--- src/design/sacta_pkg.sv ---
// ----------------------------------------------------------------------------
// sacta_pkg
// Shared command codes, field widths and controller/datapath interface types.
// ----------------------------------------------------------------------------
`default_nettype none

package sacta_pkg;

    localparam int ADDR_W = 48;
    localparam int DATA_W = 64;
    localparam int WAY_W  = 4;

    // Command codes.
    localparam logic [1:0] CMD_LOOKUP     = 2'd0;
    localparam logic [1:0] CMD_FILL       = 2'd1;
    localparam logic [1:0] CMD_INVALIDATE = 2'd2;

    // Access kinds of interest.
    localparam logic [2:0] KIND_WRITE = 3'd3;

    // Request word as held by the datapath.
    typedef struct packed {
        logic [1:0]        command;
        logic [ADDR_W-1:0] address;
        logic [2:0]        access_kind;
        logic              own_prefetch;
        logic [DATA_W-1:0] fill_data;
        logic [WAY_W-1:0]  victim_way;
        logic              writeback_ready;
    } req_t;

    // Result word.
    typedef struct packed {
        logic              hit;
        logic [WAY_W-1:0]  way_index;
        logic              pf_useful;
        logic [DATA_W-1:0] read_data;
        logic              accepted;
        logic              writeback_valid;
        logic [ADDR_W-1:0] writeback_address;
        logic [DATA_W-1:0] writeback_data;
    } rsp_t;

    // Controller to datapath commands.
    typedef struct packed {
        logic load_req;   // capture request, start set read
        logic clear_step; // write one valid row during the clearing pass
        logic resolve;    // compare ways, update state, build result
    } dp_cmd_t;

    // Datapath to controller status.
    typedef struct packed {
        logic clear_last;
    } dp_sts_t;

endpackage

`default_nettype wire

--- src/design/sacta_ctrl.sv ---
// ----------------------------------------------------------------------------
// sacta_ctrl
// Sequencer: clearing pass, request capture, resolve, result handoff.
// ----------------------------------------------------------------------------
`default_nettype none

module sacta_ctrl (
    input  wire logic          clk,
    input  wire logic          rst_n,
    input  wire logic          in_valid,
    output logic               in_ready,
    output logic               out_valid,
    input  wire logic          out_ready,
    output sacta_pkg::dp_cmd_t cmd,
    input  wire sacta_pkg::dp_sts_t sts
);
    import sacta_pkg::*;

    localparam logic [1:0] ST_CLEAR   = 2'd0;
    localparam logic [1:0] ST_IDLE    = 2'd1;
    localparam logic [1:0] ST_RESOLVE = 2'd2;
    localparam logic [1:0] ST_OUT     = 2'd3;

    logic [1:0] state_reg;
    logic [1:0] state_next;

    assign in_ready  = (state_reg == ST_IDLE);
    assign out_valid = (state_reg == ST_OUT);

    // Next state and datapath commands.
    always_comb
    begin
        state_next     = state_reg;
        cmd.load_req   = 1'b0;
        cmd.clear_step = 1'b0;
        cmd.resolve    = 1'b0;
        unique case (state_reg)
            ST_CLEAR:
            begin
                cmd.clear_step = 1'b1;
                if (sts.clear_last)
                    state_next = ST_IDLE;
            end
            ST_IDLE:
            begin
                cmd.load_req = in_valid;
                if (in_valid)
                    state_next = ST_RESOLVE;
            end
            ST_RESOLVE:
            begin
                cmd.resolve = 1'b1;
                state_next  = ST_OUT;
            end
            ST_OUT:
            begin
                if (out_ready)
                    state_next = ST_IDLE;
            end
            default:
            begin
                state_next = ST_CLEAR;
            end
        endcase
    end

    // State register.
    always_ff @(posedge clk or negedge rst_n)
    begin
        if (!rst_n)
            state_reg <= ST_CLEAR;
        else
            state_reg <= state_next;
    end

endmodule

`default_nettype wire

--- config.mk ---
export PLATFORM = sky130hd
export DESIGN_NAME = sacta_ctrl
export DESIGN_NICKNAME = d
export VERILOG_FILES = /design/src/design/sacta_pkg.sv /design/src/design/sacta_ctrl.sv
export SDC_FILE = /design/constraint.sdc
export NUM_CORES = 1
export LEC_CHECK = 0
export ABC_AREA = 1
export BUFFER_PORTS_ARGS = -buffer_cell sky130_fd_sc_hd__buf_4
export CAP_MARGIN = 15
export CORE_AREA = 2 2 39 41
export CTS_CLUSTER_DIAMETER = 200
export DETAILED_ROUTE_END_ITERATION = 6
export DIE_AREA = 0 0 41 43
export HOLD_SLACK_MARGIN = 0.05
export SLEW_MARGIN = 20
export SYNTH_ARGS = -nofsm -noshare
export SYNTH_HDL_FRONTEND = slang
export SYNTH_SLANG_ARGS = --single-unit
--- constraint.sdc ---
create_clock -name clk -period 1.2 [get_ports clk]
set_input_delay 0.24 -clock clk [delete_from_list [all_inputs] [get_ports clk]]
set_output_delay 0.24 -clock clk [all_outputs]
set_load 0.02 [all_outputs]
## Yosys cells after proc, flatten, opt, wreduce, memory -nomap -nowiden

Index checks and enable logic that the tools add are counted.

| operators by class | value |
|---|---|
| equal/unequal tests | 6 |
| mux-type cells | 7 |
| reduce and logical (&&, ||, !) cells | 2 |

Operator list:

| operator | number |
|---|---|
| $pmux 2 s4 | 1 |
| $mux 2 | 3 |
| $eq 2x2->1 const B | 2 |
| $ne 2x2->1 const B | 2 |
| $mux 1 | 3 |
| $reduce_and 3->1 | 1 |
| $eq 2x1->1 const B | 1 |
| $logic_not 2->1 | 1 |
| $ne 2x1->1 const B | 1 |

| storage, ports and cells | value |
|---|---|
| bits in registers | 2 |
| input port bits | 5 |
| output and inout bits | 5 |
| word-level logic and storage cells | 16 |

## Depth between registers and ports, before layout

| logic depth | value |
|---|---|
| word-level depth | 3 |
| mapped depth | 6 |

## Least setup slack after synthesis

Ideal clock, no wire load.

| path | value |
|---|---|
| path type | flip-flop to output port |
| start | register state_reg[1] |
| end | output port cmd[2] (netlist bit) |
| data arrival time | 1.010 ns |
| required time | 0.960 ns |
| slack | -0.050 ns |
| stages on the path, launching flop included | 5 |
| buffers on the path | 0 |
| path through | dfrtp_1 -> inv_1 -> ha_1 -> nand2_1 -> inv_1 |

RTL lines:

| what | RTL line | source |
|---|---|---|
| start: declaration | sacta_ctrl.sv:24 | `logic [1:0] state_reg;` |
| start signal: assignment | sacta_ctrl.sv:73 | `state_reg <= state_next;` |
| end: declaration | sacta_ctrl.sv:14 | `output sacta_pkg::dp_cmd_t cmd,` |

## Worst setup path after layout

| path | value |
|---|---|
| start | register state_reg[1] |
| end | output port out_valid |

| between the ends | value |
|---|---|
| word-level cells in the longest chain between the ends | 1 |

Ends and longest elaborated chain:

| what | RTL line | source |
|---|---|---|
| $eq 2x2->1 | sacta_ctrl.sv:28 | `assign out_valid = (state_reg == ST_OUT);` |
| end: declaration | sacta_ctrl.sv:12 | `output logic out_valid,` |

No other way between the ends.

==> results.cfg <==
[run_status]
status = complete, but fails checks
violations = negative setup slack

[timing]
max_slew.worst_pin.slew_ps = 132
drv_slew = 0
setup_viol = 5
finClkSkew_ps = 4.64
rsz0062_at_grt = true
finalCritPeriodShare_pct = 110
whs_ps = 337
fin_ws_ps = -115
period_needed_ps = 1310
relSlewSlack_pct = 91.2
hold_violations = 0
fmax_ghz = 0.761
setup-tns-final_ps = -427

[setup_path]
cp.required_ps = 960
cp-end-kind = output port
crit_type = flip-flop to output port
critPathLaunchType = flip-flop
cp_max_fo = 3
critPathArrivalTime_ps = 1070

[routing]
drcViolationCount = 0
dr.max_layer_used = met3
dr_wl_met2_um = 241
wl_per_cell_um = 7.85
met3_length_um = 22
met1_length_um = 199
drtIter0Drc = 2
drt_first_pass_iters = 2
wirelength_um = 463
ant_nets = 0
num_vias = 215
via_per_inst = 3.64

[cells_and_area]
mostFrequentLayoutCells = buf_4 (8), buf_6 (5), inv_1 (4), nand2_1 (4)
drive_gt1_share_pct = 69.8
largest_register_ffs = 2
syn2layout_area_growth_pct = 114
final_util_pct = 31.6
fin_area_um2 = 437
fillers = 146
final_common_cell = buf_4
diodes = 0
num-nets-final = 55

[clocking]
clockRootBuffer = clkbuf_4
cts_tree = built
clock_path_buffers = 2
cts_buffers = 3
worstSkewPairLatency_ps = 220
clk_pin_slew_ps = 30
cts_num_sinks = 2
htreeDepth = 1

[yosys]
synth_top_family_by_area = simple AND/OR/NAND/NOR gates
synthMuxAreaShare_pct = 0
synthesis.area_um2 = 204
synth_compound_area_share_pct = 0
yosys_warnings = 0
synth-adder-area-share_pct = 30.7
syn_area_per_cell_um2 = 8.16
seq_area_frac_synth_pct = 24.5
synthSimpleGateAreaFrac_pct = 31.9
syn_nets = 35
synthXorXnorAreaFrac_pct = 0
synth_cell_types = 8
synth-seq-cells = 2
synthCells = 25

[worst_hold_path]
holdCritPathClass = input port to asynchronous set/reset pin

[power]
powerDensity_mw_per_mm2 = 2760
power_leakage_nw = 0.231
finalPower_w = 0.00120
ir_worst_vdd_mv = 1.04

[floorplanning]
fp.dieW_um = 41
row_count = 14
core-area_mm2 = 0.00138
dieHeight_um = 43
io_pins = 10
die_area_mm2 = 0.00176
initial_utilization_pct = 14.7

[global_route]
antenna_found_initial = 0
grt_usage_pct = 7.14
grt_pass1_vias = 219
grt_max_degree = 6
grt_pass1_wl_um = 814
grt-ovfl-total = 0

[placement]
gp_congestion = 0.651
placed_area_um2 = 302
dpl.hpwl_um = 337
numPortBuffers = 9

[job]
cap_violations = 0
## report_power, final
part           total, W  internal (W)  leakage (nW)  switching (W)
combinational  0.000900      0.000481         0.195       0.000418
clock          0.000148      0.000110        0.0138      0.0000380
sequential     0.000156      0.000110        0.0225      0.0000460
total           0.00120      0.000702         0.231       0.000502
## Yosys cell counts
master,n,area [um2]
nand2_1,5,18.8
dfrtp_1,2,50.1
nand3_2,1,10.0
nand2_2,2,12.5
nand2_4,1,11.3
inv_1,7,26.3
ha_1,5,62.6
nand4_1,2,12.5
## worst max-delay path: stages (launching register included)
cell and delay (ps):
dfrtp_1 380, buf_4 160, ha_2 190, buf_6 130
## kinds of logic (layout without fill, tap and decap cells)
logic type	Yosys count	in the layout
buffers and inverters	7	25
adder cells (fa/ha/maj)	5	5
AND/OR/NAND/NOR	11	11
flip-flops	2	2
## metrics by stage
step | setup slack, ps | cells
after floorplan | 15.6 | 25
after global placement | 65.5 | 51
after global routing | -158 | 59
after detailed placement | 51.5 | 51
after CTS | -127 | 58
final | -115 | 59
## area by class of cell
cell class | instances | area, um2 | area share (%)
clock buffer | 3 | 22.5 | 5.16
inverter | 7 | 26.3 | 6.02
multi-input combinational | 16 | 170 | 39.0
sequential | 2 | 51.3 | 11.7
tap | 16 | 20.0 | 4.58
timing repair buffer | 15 | 146 | 33.5
## metal layers
metal	vias up	GRT usage, %
met5	-	0
met2	5	10.6
met1	97	7.10
met4	0	4.00
li1	113	-
met3	0	4.71
## path summary, 6_finish.rpt
check	startpoint	end	slack (ps)	cells past startpoint
setup / recovery	state_reg[1]	out_valid	-110	3
hold / removal	rst_n	state_reg[0]	340	2
setup reg to reg	state_reg[1]	state_reg[1]	40	8
hold reg to reg	state_reg[0]	state_reg[0]	570	2
max in group asynchronous	rst_n	state_reg[0]	770	2
min in group clk	sts	state_reg[0]	390	5
## timing repair
action                                 in CTS  in global routing
gates resized for setup                    13                  3
endpoints found under the hold margin       2                  0
pin swaps                                   1                  6
setup endpoints to repair                   5                  7
hold buffers                                1                  0
setup buffers                               3                  1
No activity file was read; power rests on OpenSTA's default activity.
